[src/rtl/cau_pkg.sv]
// Shared types, codes and sizes for the complex arithmetic unit.
package cau_pkg;

  localparam int CAU_FRAC_BITS = 16;
  // quotient bits developed by the divider chain (one per cell)
  localparam int CAU_QBITS     = 33;
  // front stages + divider cells + output register
  localparam int CAU_LATENCY   = 4 + CAU_QBITS + 1;

  localparam logic [1:0] CMD_ADD = 2'd0;
  localparam logic [1:0] CMD_SUB = 2'd1;
  localparam logic [1:0] CMD_MUL = 2'd2;
  localparam logic [1:0] CMD_DIV = 2'd3;

  localparam logic [1:0] ST_OK  = 2'd0;
  localparam logic [1:0] ST_OVF = 2'd1;
  localparam logic [1:0] ST_DZ  = 2'd2;

  typedef struct packed {
    logic [1:0]         cmd;
    logic signed [31:0] a_re;
    logic signed [31:0] a_im;
    logic signed [31:0] b_re;
    logic signed [31:0] b_im;
  } cau_in_t;

  typedef struct packed {
    logic signed [31:0] res_re;
    logic signed [31:0] res_im;
    logic [1:0]         status;
  } cau_out_t;

  // payload handed from cell to cell
  typedef struct packed {
    logic [1:0]           cmd;
    logic                 dz;
    logic                 neg_re;
    logic                 neg_im;
    logic                 big_re;
    logic                 big_im;
    logic [63:0]          n_re;
    logic [63:0]          n_im;
    logic [63:0]          d;
    logic [63:0]          r_re;
    logic [63:0]          r_im;
    logic [CAU_QBITS-1:0] q_re;
    logic [CAU_QBITS-1:0] q_im;
  } cau_cell_t;

endpackage

[src/rtl/cau_div_cell.sv]
// One restoring-division cell: develops one quotient bit for both components.
module cau_div_cell import cau_pkg::*; #(
  parameter int FRAC_BITS = CAU_FRAC_BITS,
  parameter int BIT_POS   = 0
) (
  input  logic      clk,
  input  logic      rst,
  input  logic      vld_in,
  input  cau_cell_t cell_in,
  output logic      vld_out,
  output cau_cell_t cell_out
);

  localparam int NW = 64 + FRAC_BITS;

  logic [NW-1:0] nx_re, nx_im;
  logic [64:0]   t_re, t_im, dd;
  logic          ge_re, ge_im;
  cau_cell_t     cell_next;

  always_comb begin
    nx_re = NW'(cell_in.n_re) << FRAC_BITS;
    nx_im = NW'(cell_in.n_im) << FRAC_BITS;
    dd    = {1'b0, cell_in.d};
    t_re  = {cell_in.r_re, nx_re[BIT_POS]};
    t_im  = {cell_in.r_im, nx_im[BIT_POS]};
    ge_re = (t_re >= dd);
    ge_im = (t_im >= dd);
    cell_next      = cell_in;
    cell_next.r_re = ge_re ? 64'(t_re - dd) : t_re[63:0];
    cell_next.r_im = ge_im ? 64'(t_im - dd) : t_im[63:0];
    cell_next.q_re = {cell_in.q_re[CAU_QBITS-2:0], ge_re};
    cell_next.q_im = {cell_in.q_im[CAU_QBITS-2:0], ge_im};
  end

  always_ff @(posedge clk) begin
    if (rst) begin
      vld_out <= 1'b0;
    end else begin
      vld_out <= vld_in;
    end
  end

  always_ff @(posedge clk) begin
    cell_out <= cell_next;
  end

endmodule

[config.mk]
export PLATFORM = sky130hd
export DESIGN_NAME = cau_div_cell
export DESIGN_NICKNAME = d
export VERILOG_FILES = /design/src/rtl/cau_pkg.sv /design/src/rtl/cau_div_cell.sv
export SDC_FILE = /design/constraint.sdc
export NUM_CORES = 1
export LEC_CHECK = 0
export BUFFER_PORTS_ARGS = -buffer_cell sky130_fd_sc_hd__buf_4
export CAP_MARGIN = 25
export CORE_AREA = 10 10 296 298
export CTS_BUF_LIST = sky130_fd_sc_hd__clkbuf_2
export CTS_CLUSTER_DIAMETER = 30
export DETAILED_ROUTE_END_ITERATION = 10
export DIE_AREA = 0 0 306 308
export GPL_TIMING_DRIVEN = 0
export PLACE_DENSITY = 0.53
export SLEW_MARGIN = 10
export SYNTH_ARGS = -nofsm -noshare
export SYNTH_HDL_FRONTEND = slang
export SYNTH_SLANG_ARGS = --single-unit
[constraint.sdc]
create_clock -name clk -period 4 [get_ports clk]
set_input_delay 0.8 -clock clk [delete_from_list [all_inputs] [get_ports clk]]
set_output_delay 0.8 -clock clk [all_outputs]
set_load 0.02 [all_outputs]
==> metrics.cfg, run 1 <==
[placed_design]
dp_worst_setup_slack_ps = -970
hpwl_mm = 93.7
dp_cells = 3751
io_buffer_count = 787
place_congestion = 0.931

[power]
ir_worst_vdd_mv = 0.220
cellPowerDensity_nw_per_um2 = 394
p_leak_nw = 14.7

[detailed_routing]
antenna_left = 0
wire_per_inst_um = 24.9
drt_iter0_markers = 962
viasPerCell = 4.39
num_vias = 19905
wl_mm = 113
drt_pass1_iterations = 5
drc = 0

[finish]
nets = 3879
final_cell_mix = 793 x buf_4, 536 x dlygate4sd3_1, 394 x dfxtp_1, 207 x a21oi_1, 178 x clkbuf_2
fillers = 8346
layout-drive-gt1-share = 0.310
mostFrequentLayoutCell = buf_4
area_delta_synth_final_pct = 81.2
final_cells = 4537
multi_input_area_um2 = 8630
ff_latch_area_um2 = 7890

[synth]
synth_edf_count = 0
yosys_most_used_dff = dfxtp_1
synth.area.mux_share = 0.00947
syn_area_um2 = 17300
avgSynthCellArea_um2 = 9.14
synth_simple_gate_area_frac = 0.129
synthXorXnorAreaFrac = 0.0597
ys_seq_area_frac = 0.456
synth_nets = 2420
yosysUniqueCellTypes = 80
ys_ff_latch = 394
syn_inst = 1894
synth_compound_area_frac = 0.201
async_flop_share = 0
yosys_warnings = 0
synth_top_family_by_area = compound AO/OA/AOI/OAI gates
synthAdderAreaFrac = 0.0948

[outcome]
violations = negative setup slack
status = complete, but fails checks

[min_path]
holdPathStages = 2
min_path_type = input port to flop

[clocking]
cts.sinks = 394
cts_tree = yes
cts-root-buf = clkbuf_2
clkTransAtPathRegs_ps = 100
cts_made_buffers = 132
clk_path_buf_depth = 3
h-tree-depth = 4

[setup_path]
criticalPathCategory = input port to flop
worstSetupStartpointType = input port
crit_required_ps = 5260
worstPathArrival_ps = 5270
cp-endpoint = cell_out[129]$_DFF_P_
crit_start = cell_in[70]
worstPathMaxFanout = 5
cp-end-kind = flop

[floorplan]
core_area_um2 = 81600
start_util = 0.212
ios = 790
die_x_um = 306
dieArea_um2 = 94200
die_h_um = 308
rows = 105

[global_routing]
grt_overflow = 0
first_global_vias = 21065
grt_start_max_net_pins = 17
grt_antenna_before_repair = 29
grt_pass1_wl_mm = 155
track_usage = 0.231

[run]
maxCapViolations = 0

[timing]
fin_crit_sh = 1.00
finalSetupViolations = 1
setup_slack_ps = -13.8
setup_tns_ps = -13.8
fin_crit_ps = 4010
slew_violations = 0
max_clock_freq_mhz = 249
worstMarginPinSlew_ps = 837
relSlewSlack = 0.438
finalHoldViolations = 0
rsz0062_at_grt = false

-- kinds of logic after synthesis --
family | after synthesis
and+or+nand+nor | 487
buffers and inverters | 184
AOI/OAI and AO/OA | 569
muxes | 12
adders and majority gates | 130
xor gates and xnor gates | 118
DFF | 394
-- synth_stat cells, types with 13 or more instances --
library cell,instances,area share
buf_2,15,0.0043
inv_1,104,0.023
nor2_1,140,0.030
ha_1,128,0.092
o21bai_1,27,0.012
xnor2_1,70,0.035
xor2_1,48,0.024
nor2b_1,13,0.0047
nand2b_1,16,0.0058
nand4_1,47,0.017
nor3_1,25,0.0072
a21o_1,65,0.028
clkbuf_1,39,0.0085
nand3_1,26,0.0075
a31oi_1,20,0.0072
nand2_1,166,0.036
buf_6,13,0.0085
o21ai_0,102,0.029
o21ai_1,48,0.014
a21oi_1,207,0.060
dfxtp_1,394,0.46
o21a_1,13,0.0056
-- what timing repair did --
action | CTS | global route
hold buffers | 534 | 2
resized for setup | 0 | 11
endpoints found under the setup margin | 0 | 71
hold endpoints to repair | 393 | 2
setup buffers | 0 | 2
-- critical path, stage by stage --
cell and delay (ps):
dlygate4sd3_1 540, buf_4 140, ha_1 340, and2_1 190
a221o_1 410, o31ai_4 390, o211ai_4 220, a21o_1 280
a21oi_1 530, o21ai_1 300, a31oi_1 280, xor2_1 170
o21ai_0 90, dlygate4sd3_1 580
-- power by group --
group	total (W)	internal [W]	switching [W]
clock	0.00370	0.00162	0.00208
combinational	0.00417	0.00182	0.00235
sequential	0.00448	0.00435	0.000129
-- how the worst min path moves through the flow --
stage	from	to	slack [ps]
2_1_floorplan	cell_in[9]	cell_out[10]$_DFF_P_	830
3_3_place_gp	cell_in[315]	cell_out[315]$_DFF_P_	900
3_5_place_dp	cell_in[60]	cell_out[61]$_DFF_P_	910
4_1_cts	cell_in[133]	cell_out[134]$_DFF_P_	-390
5_1_grt	cell_in[299]	cell_out[299]$_DFF_P_	20
6_report	cell_in[307]	cell_out[307]$_DFF_P_	200
-- sequential cells by signal, indices dropped and copies added, names as in the netlist --
name and cells:
vld_out 1, cell_out 393
-- through the flow --
stage	util	instance area, um2	total power, W	hold WS [ps]
3_5_place_dp	0.301	24600	0.00824	906
3_3_place_gp	0.301	24600	0.00825	905
6_report	0.384	31400	0.0123	198
4_1_cts	0.383	31200	0.0125	-392
2_1_floorplan	-	17300	0.00645	828
5_1_grt	0.384	31400	0.0130	17.9
-- layout make-up --
| type | instances | share of cell area |
|---|---|---|
| Inverter | 105 | 0.0126 |
| Clock buffer | 174 | 0.0278 |
| Tap cell | 1070 | 0.0427 |
| Timing Repair Buffer | 1325 | 0.360 |
| Multi-Input combinational cell | 1316 | 0.275 |
| Sequential cell | 394 | 0.251 |
| Antenna cell | 16 | 0.00128 |
| Buffer | 79 | 0.0148 |
| Clock inverter | 58 | 0.0139 |
-- metal layers --
metal / vias to the layer above / GRT usage / part of all wire
met2: 764 / 0.425 / 0.51
met4: 24 / 0.133 / 0.061
met1: 9201 / 0.229 / 0.36
met5: - / 0 / 0.0015
met3: 246 / 0.0652 / 0.065
li1: 9670 / - / -
Power figures use the tool's default switching activity.
==> inputs of run 2 (changes only) <==
CTS_CLUSTER_DIAMETER = unset   (was 30)
RECOVER_POWER = 50   (was unset)
==> metrics.cfg, run 2 (synthesis results as in run 1) <==
[placed_design]
hpwl_mm = 93.7
place_congestion = 0.931
io_buffer_count = 787
dp_worst_setup_slack_ps = -970

[clocking]
cts.sinks = 394
cts_made_buffers = 114
cts-root-buf = clkbuf_2
cts.repair_timing.setup_buffer_count = 0
clk_path_buf_depth = 3
clkTransAtPathRegs_ps = 110
cts_tree = yes
h-tree-depth = 3

[power]
switchingPower_w = 0.00442
internal_power_w = 0.00704
cellPowerDensity_nw_per_um2 = 390
p_comb_frac = 0.338
power_w = 0.0115
p_leak_nw = 13.5
ir_worst_vdd_mv = 0.188
pwr-share-seq = 0.390
switching_share = 0.385
p_clk_frac = 0.272

[detailed_routing]
num_vias = 19396
viasPerCell = 4.41
drt_iter0_markers = 989
antenna_left = 0
wire_per_inst_um = 25.3
drc = 0
wl_mm = 111
drt_pass1_iterations = 5

[timing]
max_clock_freq_mhz = 249
fin_crit_sh = 1.01
slew_violations = 0
setup_slack_ps = -22.2
worstMarginPinSlew_ps = 907
relSlewSlack = 0.388
finalHoldViolations = 0
hold_slack_ps = 224
rsz0062_at_grt = false
fin_crit_ps = 4020
finalSetupViolations = 8

[min_path]
min_path_type = input port to flop
holdPathStages = 4
min_to = cell_out[134]$_DFF_P_
min_from = cell_in[133]

[outcome]
status = complete, but fails checks
violations = negative setup slack

[global_routing]
grt_antenna_before_repair = 27
grt_pass1_wl_mm = 153
track_usage = 0.227
grt_overflow = 0
first_global_vias = 20265
grt_start_max_net_pins = 17

[finish]
largest-register = cell_out
reg_top3 = cell_out x393, vld_out x1
final_util = 0.360
layout-drive-gt1-share = 0.270
area_delta_synth_final_pct = 69.6
mostFrequentLayoutCell = dlygate4sd3_1
largest_register_ffs = 393
nets = 3744
fillers = 8657
final_cell_mix = 421 x dlygate4sd3_1, 413 x buf_4, 394 x dfxtp_1, 236 x clkbuf_4, 207 x a21oi_1

[floorplan]
core_area_um2 = 81600
ios = 790
die_x_um = 306
dieArea_um2 = 94200
start_util = 0.212
rows = 105
die_h_um = 308

[setup_path]
worstSetupStartpointType = input port
worstPathArrival_ps = 5070
crit_required_ps = 5040
criticalPathCategory = input port to flop
worstPathMaxFanout = 10
cp-end-kind = flop

[run]
maxCapViolations = 0

[run 2: worst max path at each step]
stage	start	to	cells after the start
floorplan	cell_in[234]	cell_out[136]$_DFF_P_	13
global placement	cell_in[198]	cell_out[190]$_DFF_P_	13
detailed placement	cell_in[198]	cell_out[186]$_DFF_P_	13
CTS	cell_in[219]	cell_out[70]$_DFF_P_	18
global route	cell_in[233]	cell_out[132]$_DFF_P_	16
finish	cell_in[233]	cell_out[156]$_DFF_P_	15
[run 2: power by group through the flow]
stage / Clock [W] / Combinational [W] / Sequential [W]
2_1_floorplan: 0 / 0.00135 / 0.00510
3_3_place_gp: 0 / 0.00369 / 0.00455
3_5_place_dp: 0 / 0.00368 / 0.00456
4_1_cts: 0.00327 / 0.00409 / 0.00448
5_1_grt: 0.00346 / 0.00416 / 0.00451
6_report: 0.00311 / 0.00388 / 0.00447
[run 2: cell type report]
type,count,area (um2),share of cell area
repair buffers,1208,9590,0.326
clock buffers,155,776,0.0264
multi-input cells,1316,8640,0.294
flip-flops and latches,394,7890,0.269
inverters,105,394,0.0134
well taps,1070,1340,0.0456
plain buffers,79,464,0.0158
clock inverters,50,246,0.00839
diodes,17,42.5,0.00145
[run 2: worst max-delay path, stage by stage]
cell and delay (ps):
dlygate4sd3_1 560, buf_4 120, inv_1 80, ha_1 280
buf_2 170, nand4_1 250, or4_1 710, nor3_2 190
a22o_1 370, o21ai_2 180, o31ai_4 320, a41o_1 230
buf_6 220, buf_12 230, mux2_4 320
[run 2: through the flow]
| stage | instance area, um2 | cells | TNS, ps |
|---|---|---|---|
| 2_1_floorplan | 17300 | 1894 | 0 |
| 3_3_place_gp | 24600 | 3751 | -78680 |
| 3_5_place_dp | 24600 | 3751 | -80920 |
| 4_1_cts | 29800 | 4376 | 0 |
| 5_1_grt | 29400 | 4386 | 0 |
| 6_report | 29400 | 4394 | -73.7 |
[run 2: timing repair]
action | CTS | global route
gates resized for setup | 0 | 11
hold buffers | 420 | 1
setup endpoints to repair | 0 | 71
hold endpoints to repair | 393 | 1
[run 2: metal layers]
metal,part of all wire,GRT usage
met3,0.061,0.0572
met1,0.36,0.228
met5,0.0010,0
met2,0.53,0.431
met4,0.047,0.105
==> inputs of run 3 (changes only) <==
RECOVER_POWER = 25   (was 50)
==> metrics.cfg, run 3 (synthesis results as in run 1) <==
[floorplan]
dieArea_um2 = 94200
core_area_um2 = 81600
ios = 790
die_h_um = 308
rows = 105
start_util = 0.212
die_x_um = 306

[detailed_routing]
num_vias = 19284
drc = 0
wl_mm = 111
viasPerCell = 4.39
antenna_left = 0
drt_pass1_iterations = 5
drt_iter0_markers = 1003
wire_per_inst_um = 25.3

[power]
cellPowerDensity_nw_per_um2 = 389
p_leak_nw = 14.0
ir_worst_vdd_mv = 0.188

[finish]
nets = 3744
reg_top3 = cell_out x393, vld_out x1
largest_register_ffs = 393
area_delta_synth_final_pct = 72.6
final_area_um2 = 29900
largest-register = cell_out
final_cell_mix = 602 x buf_4, 421 x dlygate4sd3_1, 394 x dfxtp_1, 207 x a21oi_1, 184 x clkbuf_4
layout-drive-gt1-share = 0.311
mostFrequentLayoutCell = buf_4
final_cells = 4394

[clocking]
cts.sinks = 394
cts-root-buf = clkbuf_2
cts.repair_timing.setup_buffer_count = 0
clk_path_buf_depth = 3
h-tree-depth = 3
cts_tree = yes
cts_made_buffers = 114
clkTransAtPathRegs_ps = 110

[min_path]
min_path_type = input port to flop

[global_routing]
grt_antenna_before_repair = 27
grt_pass1_wl_mm = 153
first_global_vias = 20265
groute.layer.met2.usage = 0.431
grt_overflow = 0
grt_start_max_net_pins = 17
grt.busiest_layer = met2
grtUsageMet3 = 0.0572
grt_use_met1 = 0.228
track_usage = 0.227

[setup_path]
criticalPathCategory = input port to flop
cp-endpoint = cell_out[156]$_DFF_P_
worstSetupStartpointType = input port
worstPathArrival_ps = 5040
crit_start = cell_in[233]
crit_required_ps = 5060
cp-end-kind = flop
worstPathMaxFanout = 10

[timing]
relSlewSlack = 0.446
finalHoldViolations = 0
slew_violations = 0
fin_crit_sh = 0.996
fin_crit_ps = 3990
finalSetupViolations = 0
hold_slack_ps = 211
rsz0062_at_grt = false
worstMarginPinSlew_ps = 820
max_clock_freq_mhz = 251

[outcome]
status = complete, no violations

[run]
maxCapViolations = 0

[placed_design]
placed_cell_area_um2 = 24600
dp_cells = 3751
io_buffer_count = 787
hpwl_mm = 93.7
place_congestion = 0.931

run 3: cell count changes in the layout (fill, tap and decap cells not counted):
cell	previous run	this run
clkbuf_4	236	184
buf_1	2	1
clkbuf_1	181	45
buf_4	413	602
run 3: stage by stage:
step	power, W	setup slack [ps]	setup TNS (ps)	util
3_5_place_dp	0.00824	-970	-80920	0.301
5_1_grt	0.0123	0.885	0	0.366
3_3_place_gp	0.00825	-975	-78680	0.301
6_report	0.0116	14.7	0	0.366
4_1_cts	0.0118	18.4	0	0.365
2_1_floorplan	0.00645	583	0	-
run 3: final cells by class:
class                   instances  area, um2
flip-flops and latches        394       7890
repair buffers               1208      10100
inverters                     105        394
clock buffers                 155        776
diodes                         17       42.5
clock inverters                50        246
plain buffers                  79        464
fillers                      8521      51700
well taps                    1070       1340
multi-input cells            1316       8640
run 3: timing repair:
item,CTS,global route
resized for setup,0,11
endpoints found under the setup margin,0,71
hold buffers,420,1
endpoints found under the hold margin,393,1
run 3: critical path, stage by stage:
cell	delay, ps
dlygate4sd3_1	560
buf_4	120
inv_1	80
ha_1	280
buf_2	170
nand4_1	250
or4_1	710
nor3_2	190
a22o_1	360
o21ai_2	180
o31ai_4	310
a41o_1	230
buf_6	220
buf_12	230
mux2_4	320
run 3: power by group:
group	internal, W	switching [W]	total, W
combinational	0.00172	0.00232	0.00404
sequential	0.00435	0.000128	0.00448
clock	0.00114	0.00197	0.00312
total	0.00721	0.00442	0.0116
run 3: worst min-delay path by stage:
| stage | startpoint | end | depth (start not counted) |
|---|---|---|---|
| 2_1_floorplan | cell_in[9] | cell_out[10]$_DFF_P_ | 0 |
| 3_3_place_gp | cell_in[315] | cell_out[315]$_DFF_P_ | 1 |
| 3_5_place_dp | cell_in[60] | cell_out[61]$_DFF_P_ | 1 |
| 4_1_cts | cell_in[70] | cell_out[71]$_DFF_P_ | 3 |
| 5_1_grt | cell_in[60] | cell_out[61]$_DFF_P_ | 2 |
| 6_report | cell_in[133] | cell_out[134]$_DFF_P_ | 4 |
run 3: metal layers:
metal  vias to the layer above  routed length, um
met5                         -                109
met2                       702              58800
met3                       176               6620
met1                      8992              40600
li1                       9398                  -
met4                        16               5100
