## src/rtl/cau_pkg.sv

```systemverilog
// Shared types, codes and sizes for the complex arithmetic unit.
package cau_pkg;

  localparam int CAU_FRAC_BITS = 16;
  // quotient bits developed by the divider chain (one per cell)
  localparam int CAU_QBITS     = 33;
  // front stages + divider cells + output register
  localparam int CAU_LATENCY   = 4 + CAU_QBITS + 1;

  localparam logic [1:0] CMD_ADD = 2'd0;
  localparam logic [1:0] CMD_SUB = 2'd1;
  localparam logic [1:0] CMD_MUL = 2'd2;
  localparam logic [1:0] CMD_DIV = 2'd3;

  localparam logic [1:0] ST_OK  = 2'd0;
  localparam logic [1:0] ST_OVF = 2'd1;
  localparam logic [1:0] ST_DZ  = 2'd2;

  typedef struct packed {
    logic [1:0]         cmd;
    logic signed [31:0] a_re;
    logic signed [31:0] a_im;
    logic signed [31:0] b_re;
    logic signed [31:0] b_im;
  } cau_in_t;

  typedef struct packed {
    logic signed [31:0] res_re;
    logic signed [31:0] res_im;
    logic [1:0]         status;
  } cau_out_t;

  // payload handed from cell to cell
  typedef struct packed {
    logic [1:0]           cmd;
    logic                 dz;
    logic                 neg_re;
    logic                 neg_im;
    logic                 big_re;
    logic                 big_im;
    logic [63:0]          n_re;
    logic [63:0]          n_im;
    logic [63:0]          d;
    logic [63:0]          r_re;
    logic [63:0]          r_im;
    logic [CAU_QBITS-1:0] q_re;
    logic [CAU_QBITS-1:0] q_im;
  } cau_cell_t;

endpackage

```

## src/rtl/cau_back.sv

```systemverilog
// Back end: result selection, sign, saturation, status and output register.
module cau_back import cau_pkg::*; #(
  parameter int FRAC_BITS = CAU_FRAC_BITS
) (
  input  logic      clk,
  input  logic      rst,
  input  logic      vld_in,
  input  cau_cell_t cell_in,
  output logic      done,
  output cau_out_t  result
);

  logic [63:0] mag_re, mag_im;
  logic        big_re, big_im;
  logic [32:0] fin_re, fin_im;

  // {overflow, value}
  function automatic logic [32:0] finish(input logic neg, input logic big,
                                         input logic [63:0] mag);
    logic [32:0] r;
    if (neg) begin
      if (big || mag > 64'h8000_0000) r = {1'b1, 32'h8000_0000};
      else                            r = {1'b0, 32'(64'd0 - mag)};
    end else begin
      if (big || mag > 64'h7FFF_FFFF) r = {1'b1, 32'h7FFF_FFFF};
      else                            r = {1'b0, mag[31:0]};
    end
    return r;
  endfunction

  always_comb begin
    unique case (cell_in.cmd)
      CMD_DIV: begin
        mag_re = 64'(cell_in.q_re);
        mag_im = 64'(cell_in.q_im);
        big_re = cell_in.big_re;
        big_im = cell_in.big_im;
      end
      CMD_MUL: begin
        mag_re = cell_in.n_re >> FRAC_BITS;
        mag_im = cell_in.n_im >> FRAC_BITS;
        big_re = 1'b0;
        big_im = 1'b0;
      end
      default: begin
        mag_re = cell_in.n_re;
        mag_im = cell_in.n_im;
        big_re = 1'b0;
        big_im = 1'b0;
      end
    endcase
    fin_re = finish(cell_in.neg_re, big_re, mag_re);
    fin_im = finish(cell_in.neg_im, big_im, mag_im);
  end

  always_ff @(posedge clk) begin
    if (rst) begin
      done <= 1'b0;
    end else begin
      done <= vld_in;
    end
  end

  always_ff @(posedge clk) begin
    if (cell_in.cmd == CMD_DIV && cell_in.dz) begin
      result.res_re <= '0;
      result.res_im <= '0;
      result.status <= ST_DZ;
    end else begin
      result.res_re <= fin_re[31:0];
      result.res_im <= fin_im[31:0];
      result.status <= (fin_re[32] || fin_im[32]) ? ST_OVF : ST_OK;
    end
  end

endmodule

```

## config.mk

```make
export PLATFORM = sky130hd
export DESIGN_NAME = cau_back
export DESIGN_NICKNAME = d
export VERILOG_FILES = /design/src/rtl/cau_pkg.sv /design/src/rtl/cau_back.sv
export SDC_FILE = /design/constraint.sdc
export NUM_CORES = 1
export LEC_CHECK = 0
export BUFFER_PORTS_ARGS = -buffer_cell sky130_fd_sc_hd__buf_2
export CORE_AREA = 4 4 180 182
export DETAILED_ROUTE_END_ITERATION = 8
export DIE_AREA = 0 0 184 186
export GPL_TIMING_DRIVEN = 0
export PLACE_DENSITY = 0.56
export SETUP_SLACK_MARGIN = 0.3
export SLEW_MARGIN = 30
export SYNTH_ARGS = -nofsm -noshare
export SYNTH_HDL_FRONTEND = slang
export SYNTH_SLANG_ARGS = --single-unit
```

## constraint.sdc

```tcl
create_clock -name clk -period 3.3 [get_ports clk]
set_clock_uncertainty 0.05 [all_clocks]
set_input_delay 0.165 -clock clk [delete_from_list [all_inputs] [get_ports clk]]
set_output_delay 0.165 -clock clk [all_outputs]
set_load 0.01 [all_outputs]
```

==> results of run 1 <==
==> through the flow <==
step                      setup TNS [ns]  setup slack, ns  hold slack [ns]  instance area [um^2]
after floorplan                        0            0.269            0.187                  5770
after global placement            -62.01            -1.24            0.280                  7610
after detailed placement          -62.55            -1.27            0.284                  7620
after CTS                              0            0.196          0.00328                  8910
after global routing                   0            0.184           0.0148                  9400
final                                  0            0.221          0.00823                  9400
==> repair_timing <==
action / CTS / global route
hold buffers: 1 / 0
gates cloned: 2 / 0
setup endpoints to repair: 66 / 61
buffers inserted: 48 / 26
resized for setup: 97 / 65
pin swaps: 12 / 22
hold endpoints to repair: 1 / 0
==> Yosys cell counts, types with 13 or more instances <==
library cell	number	area, um^2
nand3_1	20	100
dfxtp_1	67	1340
a211oi_2	28	350
nor3_1	38	190
xnor2_1	27	236
o21ai_0	16	80.1
clkbuf_1	22	82.6
buf_6	13	146
a21oi_1	64	320
nor4_1	21	131
nor2_1	75	282
nand2_1	31	116
mux2i_1	58	581
==> power groups by stage <==
stage	combinational, mW	clock [mW]	sequential (mW)
floorplan	0.445	0	0.944
global placement	0.874	0	0.911
detailed placement	0.877	0	0.911
CTS	1.02	1.11	0.895
global route	1.17	1.14	0.900
finish	1.10	1.08	0.894
==> registers in the layout, indices dropped and copies added, names as in the netlist <==
signal / cells
done: 1
result: 66
==> final cells by class <==
type / count / area share, %
Multi-Input combinational cell: 552 / 49.1
Timing Repair Buffer: 345 / 21.9
Sequential cell: 67 / 14.3
Buffer: 48 / 5.58
Tap cell: 396 / 5.27
Clock buffer: 10 / 2.44
Clock inverter: 6 / 0.958
Inverter: 11 / 0.453
Antenna cell: 2 / 0.0532
==> critical path, stage by stage <==
cell and delay (ns):
buf_8 0.10, buf_12 0.13, buf_12 0.13, buf_16 0.15, buf_16 0.14, buf_12 0.14
buf_12 0.12, mux2i_2 0.20, a21oi_2 0.11, inv_2 0.10, ha_4 0.16, nand2_4 0.07
or4_4 0.59, or4_4 0.45, xnor2_2 0.16, a211oi_2 0.33
==> final timing paths <==
| kind | from | to | cells after the start |
|---|---|---|---|
| setup / recovery | cell_in[391] | result[64]$_SDFF_PP0_ | 16 |
| hold / removal | vld_in | done$_SDFF_PP0_ | 2 |
==> per-layer routing <==
| metal | vias to the layer above | wire length, um | global-route usage, % |
|---|---|---|---|
| li1 | 3261 | - | - |
| met4 | 8 | 624 | 4.91 |
| met2 | 426 | 14200 | 27.1 |
| met1 | 3410 | 15900 | 27.3 |
| met3 | 41 | 3260 | 4.77 |
| met5 | - | 55 | 0 |
==> cell families (layout without fill, tap and decap cells) <==
family	count (synthesis)	after routing	share of synthesized area [%]
buffers and inverters	59	420	6.47
and+or+nand+nor	257	257	24.3
AOI/OAI and AO/OA	171	171	23.2
adders and majority gates	4	4	0.878
xor gates and xnor gates	39	39	5.99
other	0	2	0
DFF	67	67	23.5
muxes	81	81	15.6
==> summary.md, run 1 <==
| Metric | Value |
|---|---|
| Placed wire-length estimate after detailed placement | `26500 um` |
| Main flop type after synthesis | `dfxtp_1` |
| Register Area | `1340 um^2` |
| Most common library cell in the layout ignoring fill and taps | `buf_2` |
| DRC Markers | `0` |
| Sequential share of power | `29.1%` |
| Flops & latches, synth | `67` |
| Critical path data required time | `3.49 ns` |
| Result of the run | `complete, no violations` |
| Synth unique cells | `76` |
| Worst min-delay path category | `in2reg` |
| Number of placed instances with taps included | `1342` |
| Peak fanout along the critical path | `8` |
| Total routed wirelength | `34100 um` |
| Number of top-level pins | `463` |
| Maximum clock rate | `325 MHz` |
| Largest net degree at the start of global routing | `13` |
| Total congestion overflow after global routing | `0` |
| Arrival time worst endpoint | `3.27 ns` |
| RSZ-0062 raised after global routing | `true` |
| Clock network power share | `35.1%` |
| Final Slew Violations | `0` |
| Endpoint type of the worst setup path | `flip-flop` |
| Warnings, synthesis | `0` |
| Total power divided by cell area | `327 nW/um^2` |
| Port bufs | `268` |
| Post-synthesis sequential area ratio | `23.5%` |
| Nets@finish | `1434` |
| # rows | `64` |
| Wire length per cell after detailed routing | `23.7 um` |
| Net switching share of the total power | `34.0%` |
| Wire length of the first global-routing pass | `46700 um` |
| Number of routed nets with antenna violations | `0` |
| Global-route usage over all layers | `18.7%` |
| Transition time at the pin with the least slew margin | `1.03 ns` |
| Initial core utilization | `18.6%` |
| Routability cong. | `0.937` |
| Total CTS buffers | `9` |
| Number of endpoints failing setup at the final stage | `0` |
| Vias in the first global route | `7074` |
| Final Hold Fails | `0` |
| Number of buffers on the longest clock path | `2` |
| Sw power | `1.05 mW` |
| Share of layout cells above drive strength 1 | `52.2%` |
| Clock tree root driver cell | `clkbuf_16` |
| Share of the core filled with cells | `30.7%` |
| Max-Slew Margin vs Limit | `31.3%` |
| Cells after synthesis | `678` |
| Synth-to-layout area growth | `64.8%` |
| Synthesized area per cell | `8.41 um^2` |
| EDFF count, synth | `0` |
| Vias after detailed routing | `7146` |
| Detailed Route Iter0 Violations | `607` |
| Antenna violations before repair | `6` |
| Worst-path clk slew | `0.07 ns` |
| Filler-free cell count of the finished design | `1437` |
| H-Tree Level Count | `3` |
| Die Y | `186 um` |
| Proportion of register bits with asynchronous set or reset after synthesis | `0%` |
| Filler instances | `3318` |
| Total core area | `30600 um^2` |
| First-pass iteration count of the detailed router | `5` |
| Synthesized netlist net count | `1078` |
| Shortest clock period the worst path allows after layout | `3.08 ns` |
| Fraction of power consumed by combinational cells | `35.9%` |
| Cell internal pwr | `2.03 mW` |
| Clock tree from TritonCTS | `yes` |
| Die Outline Area | `34200 um^2` |
| Top library cells by usage in the layout, fill and taps aside | `buf_2, nor2_1, dfxtp_1` |
| Overall power consumption | `3.08 mW` |
| Multi-input logic area | `4610 um^2` |
| Element type at the critical path start | `input pin` |
| Peak VDD IR | `216 uV` |
| Critical Setup Path Class | `in2reg` |
| Cell area after technology mapping | `5700 um^2` |
| Period Utilization, post-route | `93.3%` |
| P_leak | `4.00 nW` |
| Clk sinks | `67` |
| Floorplan die width | `184 um` |
| Vias per cell | `4.97` |
| Maximum Capacitance Violations | `0` |
No activity file was read; power rests on OpenSTA's default activity.
==> run 2, diff against run 1 <==
Settings changed: CORE_AREA 4 4 180 182 to 4 4 176 178, DIE_AREA 0 0 184 186 to 0 0 180 182.
Clock period 3.3 ns to 2.9 ns, I/O delays scaled along.
==> run 2 against run 1 <==
Global-route usage up 1.4 points. The run now ends with negative setup slack left. Final cell count up 1.4%. Die area fell by 4.3%. Clock power up 34%. Sequential share of layout area decreased by 0.88 points. Critical path depth is 1 lower. Combinational power is 24% higher. Design area grew 6.6%. Critical endpoint is now result[31]$_SDFF_PP0_.
==> summary.md, run 2 (synthesized netlist as in run 1, its figures left out) <==
| Metric | Value |
|---|---|
| Result of the run | `finished with violations` |
| Violated checks | `negative setup slack` |
| Global Route met2 Usage | `28.2% (+1.1 points)` |
| P_leak | `4.22 nW (+5.6%)` |
| Clk sinks | `67 (unchanged)` |
| Worst Hold Margin | `0.133 ns (+0.125 ns)` |
| Routability cong. | `0.906 (-3.3%)` |
| Synth-to-layout area growth | `75.7%` |
| Clock tree root driver cell | `clkbuf_16` |
| Global-route usage over all layers | `20.0% (+1.4 points)` |
| Wire length of the first global-routing pass | `48600 um (+4.1%)` |
| Critical Setup Path Class | `in2reg` |
| Maximum clock rate | `339 MHz` |
| Registers with the most flip-flops | `result (66), done (1)` |
| Number of top-level pins | `463 (unchanged)` |
| Shortest clock period the worst path allows after layout | `2.95 ns` |
| Peak fanout along the critical path | `6 (-2)` |
| # rows | `63 (-1.6%)` |
| Number of endpoints failing setup at the final stage | `15 (+15)` |
| Grt peak-use layer | `met1` |
| Transition time at the pin with the least slew margin | `1.01 ns (-0.0199 ns)` |
| Vias per cell | `4.96 (-0.34%)` |
| Share of layout cells above drive strength 1 | `57.8% (+5.7 points)` |
| Port bufs | `268 (unchanged)` |
| Max-Slew Margin vs Limit | `32.6% (+1.3 points)` |
| Total CTS buffers | `9 (unchanged)` |
| Most flops, register | `result` |
| DRC Markers | `0 (unchanged)` |
| Placed wire-length estimate after detailed placement | `27200 um (+2.5%)` |
| Antenna violations before repair | `7 (+1)` |
| Met1 track demand over resource in global routing | `30.1% (+2.8 points)` |
| Clock tree from TritonCTS | `yes` |
| Total routed wirelength | `35600 um (+4.6%)` |
| Share of the core filled with cells | `34.1% (+3.3 points)` |
| Critical hold path startpoint | `vld_in` |
| RSZ-0062 raised after global routing | `true` |
| Arrival time worst endpoint | `3.15 ns (-0.12 ns)` |
| Number of routed nets with antenna violations | `0 (unchanged)` |
| Maximum Capacitance Violations | `0 (unchanged)` |
| Top library cells by usage in the layout, fill and taps aside | `buf_2, buf_4, nor2_1` |
| Element type at the critical path start | `input pin` |
| Most common library cell in the layout ignoring fill and taps | `buf_2` |
| Number of buffers on the longest clock path | `2 (unchanged)` |
| Met3 track demand over resource | `5.17% (+0.40 points)` |
| Period Utilization, post-route | `102%` |
| Wire length per cell after detailed routing | `24.4 um (+3.2%)` |
| Vias in the first global route | `6938 (-1.9%)` |
| First-pass iteration count of the detailed router | `5 (unchanged)` |
| Initial core utilization | `19.4% (+0.75 points)` |
| Peak VDD IR | `319 uV (+48%)` |
| Total power divided by cell area | `383 nW/um^2 (+17%)` |
| Worst setup slack after placement | `-1.62 ns (-0.345 ns)` |
| Worst min-delay path category | `in2reg` |
| Detailed Route Iter0 Violations | `473 (-22%)` |
| Worst Hold Path Cells | `2 (unchanged)` |
| H-Tree Level Count | `3 (unchanged)` |
| Die Y | `182 um (-2.2%)` |
| Vias after detailed routing | `7221 (+1.0%)` |
| Largest net degree at the start of global routing | `13 (unchanged)` |
| Critical path data required time | `3.10 ns (-0.39 ns)` |
| Filler instances | `3156 (-4.9%)` |
| Flip-flop count of the largest register, all copies and words added | `66 (unchanged)` |
| Floorplan die width | `180 um (-2.2%)` |
| Die Outline Area | `32800 um^2 (-4.3%)` |
| Final Hold Fails | `0 (unchanged)` |
| Total core area | `29400 um^2 (-3.9%)` |
| Worst-path clk slew | `0.08 ns (about the same)` |
| Hold endpoint | `done$_SDFF_PP0_` |
| Final Slew Violations | `0 (unchanged)` |
| Total congestion overflow after global routing | `0 (unchanged)` |
| Nets@finish | `1460 (+1.8%)` |
| Endpoint type of the worst setup path | `flip-flop` |
| PnR worst setup slack | `-0.0534 ns (-0.275 ns)` |
[run 2: cell types whose count changed in the layout (fill, tap and decap cells not counted), sizes merged]
cell	before	now
clkdlybuf4s15	1	0
buf	369	397
clkinvlp	1	0
clkbuf	32	31
bufinv	2	4
clkinv	4	3
[run 2: worst max path at each step]
stage / to / cells after the start / slack [ns] / start
finish: result[31]$_SDFF_PP0_ / 15 / -0.05 / cell_in[391]
global route: result[31]$_SDFF_PP0_ / 15 / -0.11 / cell_in[391]
CTS: result[31]$_SDFF_PP0_ / 16 / -0.11 / cell_in[391]
detailed placement: result[3]$_SDFF_PP0_ / 14 / -1.62 / cell_in[392]
global placement: result[3]$_SDFF_PP0_ / 14 / -1.71 / cell_in[392]
floorplan: result[24]$_SDFF_PP0_ / 14 / -0.11 / cell_in[391]
[run 2: worst max-delay path, cell delays in order]
cell and delay (ns):
buf_8 0.10, buf_12 0.12, buf_12 0.12, buf_16 0.13
buf_4 0.15, buf_4 0.14, mux2_4 0.33, mux2i_4 0.16
nand4_1 0.17, or4_4 0.57, o41ai_4 0.31, buf_6 0.18
o21ai_4 0.10, buf_6 0.19, a221oi_4 0.21
[run 2: routing by layer]
metal | share of wire (%) | routed length, um
met1 | 49 | 17300
met2 | 41 | 14600
met3 | 8.0 | 2830
met4 | 2.3 | 807
met5 | 0.12 | 43
[run 2: area by class of cell]
class,instances,area (um^2),area share [%]
inverter,11,41.3,0.412
clock inverter,6,138,1.37
tap,390,488,4.87
antenna,2,5.00,0.0500
timing repair buffer,371,2290,22.9
buffer,48,519,5.18
sequential,67,1340,13.4
clock buffer,10,229,2.29
multi-input combinational,552,4960,49.6
[run 2: stage by stage]
step / total power [mW] / cell area [um^2] / setup TNS, ns / instances
floorplan: 1.59 / 5860 / -1.76 / 678
global route: 3.97 / 10000 / -2.48 / 1457
finish: 3.83 / 10000 / -0.327 / 1457
global placement: 2.06 / 7690 / -95.82 / 1336
CTS: 3.70 / 9220 / -2.00 / 1415
detailed placement: 2.05 / 7690 / -89.49 / 1336
[run 2: what timing repair did]
item / 4_1_cts / 5_1_grt
pin swaps: 29 / 35
hold endpoints to repair: 1 / 0
endpoints found under the setup margin: 66 / 65
setup buffers: 59 / 38
resized for setup: 121 / 102
cloned: 3 / 1
hold buffers: 1 / 0
[run 2: where the power goes]
part | total [mW] | switching [mW] | internal (mW)
Clock | 1.45 | 0.518 | 0.933
Sequential | 1.02 | 0.0256 | 0.995
Combinational | 1.36 | 0.754 | 0.608
==> run 3, diff against run 2 <==
Settings changed: ABC_AREA from default to 1, PLACE_DENSITY 0.56 to 0.6.
==> run 3 against run 2 <==
The flow now finishes without violations. Non-clock buffer count decreased by 86. Sequential power about the same. Maximum frequency increased by 21%. Count of clock-buffer cells in the layout unchanged. Worst hold slack got worse by 0.060 ns. Worst setup slack improved by 0.52 ns. Design area decreased by 7.8%. Total power decreased by 3.5%. Synthesized cell count increased by 76%. Global-route usage increased by 3.2 points. First-iteration DRC count increased by 83%. Final cell count increased by 29%. Critical endpoint is now result[49]$_SDFF_PP0_. Largest power group unchanged. Highest routed layer unchanged.
==> summary.md, run 3 <==
| Metric | Value |
|---|---|
| Leading post-synthesis cells by cell area | `dfxtp_1, nand2_1, nand3_1` |
| Total power divided by cell area | `401 nW/um^2 (+4.7%)` |
| Finished layout cell area | `9230 um^2 (-7.8%)` |
| Total CTS buffers | `9 (unchanged)` |
| Post-synthesis sequential area ratio | `19.3% (-4.2 points)` |
| Vias in the first global route | `9139 (+32%)` |
| Flip-flop count of the largest register, all copies and words added | `66 (unchanged)` |
| Top library cells by usage in the layout, fill and taps aside | `nand2_1, buf_2, nand3_1` |
| Area fraction of the dominant cell type after synthesis | `19.3% (-4.2 points)` |
| Element type at the critical path start | `input pin` |
| Synth Area in Compound Gates | `10.2% (-13 points)` |
| Proportion of register bits with asynchronous set or reset after synthesis | `0% (unchanged)` |
| Antenna violations before repair | `4 (-3)` |
| Synthesized area per cell | `5.80 um^2 (-31%)` |
| Endpoint type of the worst setup path | `flip-flop` |
| Flops & latches, synth | `67 (unchanged)` |
| Clock tree from TritonCTS | `yes` |
| Total core area | `29400 um^2 (unchanged)` |
| Final Slew Violations | `0 (unchanged)` |
| Most common library cell in the layout ignoring fill and taps | `nand2_1` |
| Floorplan die width | `180 um (unchanged)` |
| Detailed Route Iter0 Violations | `865 (+83%)` |
| Final Hold Fails | `0 (unchanged)` |
| RSZ-0062 raised after global routing | `true` |
| P_leak | `4.56 nW (+8.0%)` |
| Worst min-delay path category | `in2reg` |
| Cell taking the most area after synthesis | `dfxtp_1` |
| Maximum clock rate | `411 MHz (+21%)` |
| Fraction of power consumed by combinational cells | `34.2% (-1.3 points)` |
| Port bufs | `267 (-0.37%)` |
| Maximum Capacitance Violations | `0 (unchanged)` |
| Critical Setup Path Class | `in2reg` |
| Number of endpoints failing setup at the final stage | `0 (-15)` |
| Transition time at the pin with the least slew margin | `0.710 ns (-0.301 ns)` |
| Number of top-level pins | `463 (unchanged)` |
| Wire length per cell after detailed routing | `21.0 um (-14%)` |
| Largest net degree at the start of global routing | `13 (unchanged)` |
| Synthesized netlist net count | `1596 (+48%)` |
| Total congestion overflow after global routing | `0 (unchanged)` |
| CP Launch Point | `cell_in[391]` |
| Peak VDD IR | `231 uV (-28%)` |
| Placed wire-length estimate after detailed placement | `33200 um (+22%)` |
| Main flop type after synthesis | `dfxtp_1` |
| Critical path data required time | `3.12 ns (+0.02 ns)` |
| Cell internal pwr | `2.37 mW (-6.7%)` |
| Combinational family with the most area after synthesis | `simple AND/OR/NAND/NOR gates` |
| Most flops, register | `result` |
| Vias after detailed routing | `9360 (+30%)` |
| Number of routed nets with antenna violations | `0 (unchanged)` |
| Initial core utilization | `23.6% (+4.2 points)` |
| Peak fanout along the critical path | `10 (+4)` |
| Wire length of the first global-routing pass | `57100 um (+18%)` |
| Result of the run | `complete, no violations` |
| Synth unique cells | `41 (-46%)` |
| Registers with the most flip-flops | `result (66), done (1)` |
| Clock network power share | `38.4% (+0.6 points)` |
| Simple logic cell fraction of the synthesized area | `54.1% (+30 points)` |
| Overall power consumption | `3.70 mW (-3.5%)` |
| Clk sinks | `67 (unchanged)` |
| Synth-to-layout area growth | `33.1%` |
| Shortest clock period the worst path allows after layout | `2.43 ns (-0.522 ns)` |
| Sw power | `1.33 mW (+2.7%)` |
| Post-synthesis share of cell area spent on full adders, half adders and majority gates | `0.722% (-0.16 points)` |
| Nets@finish | `1878 (+29%)` |
| Share of the core filled with cells | `31.4% (-2.7 points)` |
| Most frequent cell after synthesis | `nand2_1` |
| Warnings, synthesis | `0 (unchanged)` |
| Sequential share of power | `27.4% (+0.8 points)` |
| Number of buffers on the longest clock path | `2 (unchanged)` |
| Die Outline Area | `32800 um^2 (unchanged)` |
| Max-Slew Margin vs Limit | `52.6% (+20 points)` |
| Capturing element of the worst setup path | `result[49]$_SDFF_PP0_` |
| Die Y | `182 um (unchanged)` |
| # rows | `63 (unchanged)` |
| Vias per cell | `4.99 (+0.72%)` |
| Total routed wirelength | `39400 um (+11%)` |
| Global-route usage over all layers | `23.2% (+3.2 points)` |
| DRC Markers | `0 (unchanged)` |
| Worst-path clk slew | `0.06 ns (-0.02 ns)` |
| Period Utilization, post-route | `83.8% (-18 points)` |
| Placement Cell Area | `8760 um^2 (+14%)` |
| Arrival time worst endpoint | `2.65 ns (-0.50 ns)` |
| Routability cong. | `0.997 (+10%)` |
| Net switching share of the total power | `36.0% (+2.2 points)` |
| Clock tree root driver cell | `clkbuf_16` |
| H-Tree Level Count | `3 (unchanged)` |
| EDFF count, synth | `0 (unchanged)` |
| Synth cell count leaders | `nand2_1, nand3_1, nor2_1` |
| Cell area after technology mapping | `6930 um^2 (+22%)` |
| First-pass iteration count of the detailed router | `6 (+1)` |
| Mux cell area share after synthesis | `0% (-16 points)` |
| Cells after synthesis | `1196 (+76%)` |
| Share of layout cells above drive strength 1 | `29.3% (-29 points)` |
| Synthesized-area fraction occupied by xor and xnor cells | `3.16% (-2.8 points)` |
run 3: cell families after synthesis:
kind of cell,Yosys count
adder cells (fa/ha/maj),4
buffers and inverters,178
flip-flops,67
XOR/XNOR,25
AO/OA/AOI/OAI,134
AND/OR/NAND/NOR,788
run 3: what timing repair did:
action,4_1_cts,5_1_grt
pin swaps,0,3
endpoints found under the setup margin,6,61
gates resized for setup,7,10
buffers inserted,0,2
hold buffers,2,0
endpoints found under the hold margin,1,0
run 3: worst min-delay path by stage:
stage                       from                    to  slack, ns  cells after the start
floorplan                    rst       done$_SDFF_PP0_       0.17                      1
finish              cell_in[388]  result[4]$_SDFF_PP0_       0.07                      3
global route        cell_in[388]  result[4]$_SDFF_PP0_       0.08                      3
detailed placement           rst       done$_SDFF_PP0_       0.26                      2
CTS                 cell_in[388]  result[4]$_SDFF_PP0_       0.08                      3
global placement             rst       done$_SDFF_PP0_       0.27                      2
run 3: stage by stage:
stage / hold slack [ns] / instances / TNS [ns] / setup WS (ns)
after floorplan: 0.166 / 1196 / 0 / 0.627
after global placement: 0.268 / 1853 / -1.14 / -0.187
after detailed placement: 0.263 / 1853 / -1.31 / -0.201
after CTS: 0.0784 / 1871 / 0 / 0.306
after global routing: 0.0828 / 1874 / 0 / 0.291
final: 0.0736 / 1875 / 0 / 0.468
run 3: power groups by stage:
stage | Combinational, mW | Clock [mW] | Sequential [mW]
after floorplan | 0.643 | 0 | 1.07
after global placement | 1.24 | 0 | 1.04
after detailed placement | 1.23 | 0 | 1.04
after CTS | 1.24 | 1.45 | 1.02
after global routing | 1.38 | 1.48 | 1.02
final | 1.26 | 1.42 | 1.01
run 3: critical path: stages:
cell and delay, ns:
buf_6 0.13, inv_2 0.08, buf_6 0.15, buf_6 0.16, buf_6 0.17, nand3b_1 0.09, nand3_1 0.12, ha_2 0.24
nand4_1 0.13, nor2_2 0.17, nand3_2 0.14, nor2_4 0.17, nand3_2 0.11, nand2_4 0.14, buf_6 0.16, nand4_1 0.11
a21oi_2 0.23
run 3: layout make-up:
type                    count  area (um^2)
fillers                  3395        20200
well taps                 390          488
flip-flops and latches     67         1340
clock inverters             6          136
repair buffers            271         1370
inverters                 116          438
multi-input cells         951         4770
diodes                      2         5.00
clock buffers              10          239
plain buffers              62          448
run 3: layer usage:
| layer | vias to the layer above | part of all wire (%) | track usage (%) |
|---|---|---|---|
| li1 | 4494 | - | - |
| met1 | 4237 | 41 | 28.8 |
| met2 | 552 | 46 | 38.8 |
| met3 | 71 | 11 | 7.25 |
| met4 | 6 | 2.5 | 6.43 |
| met5 | - | 0.086 | 0 |
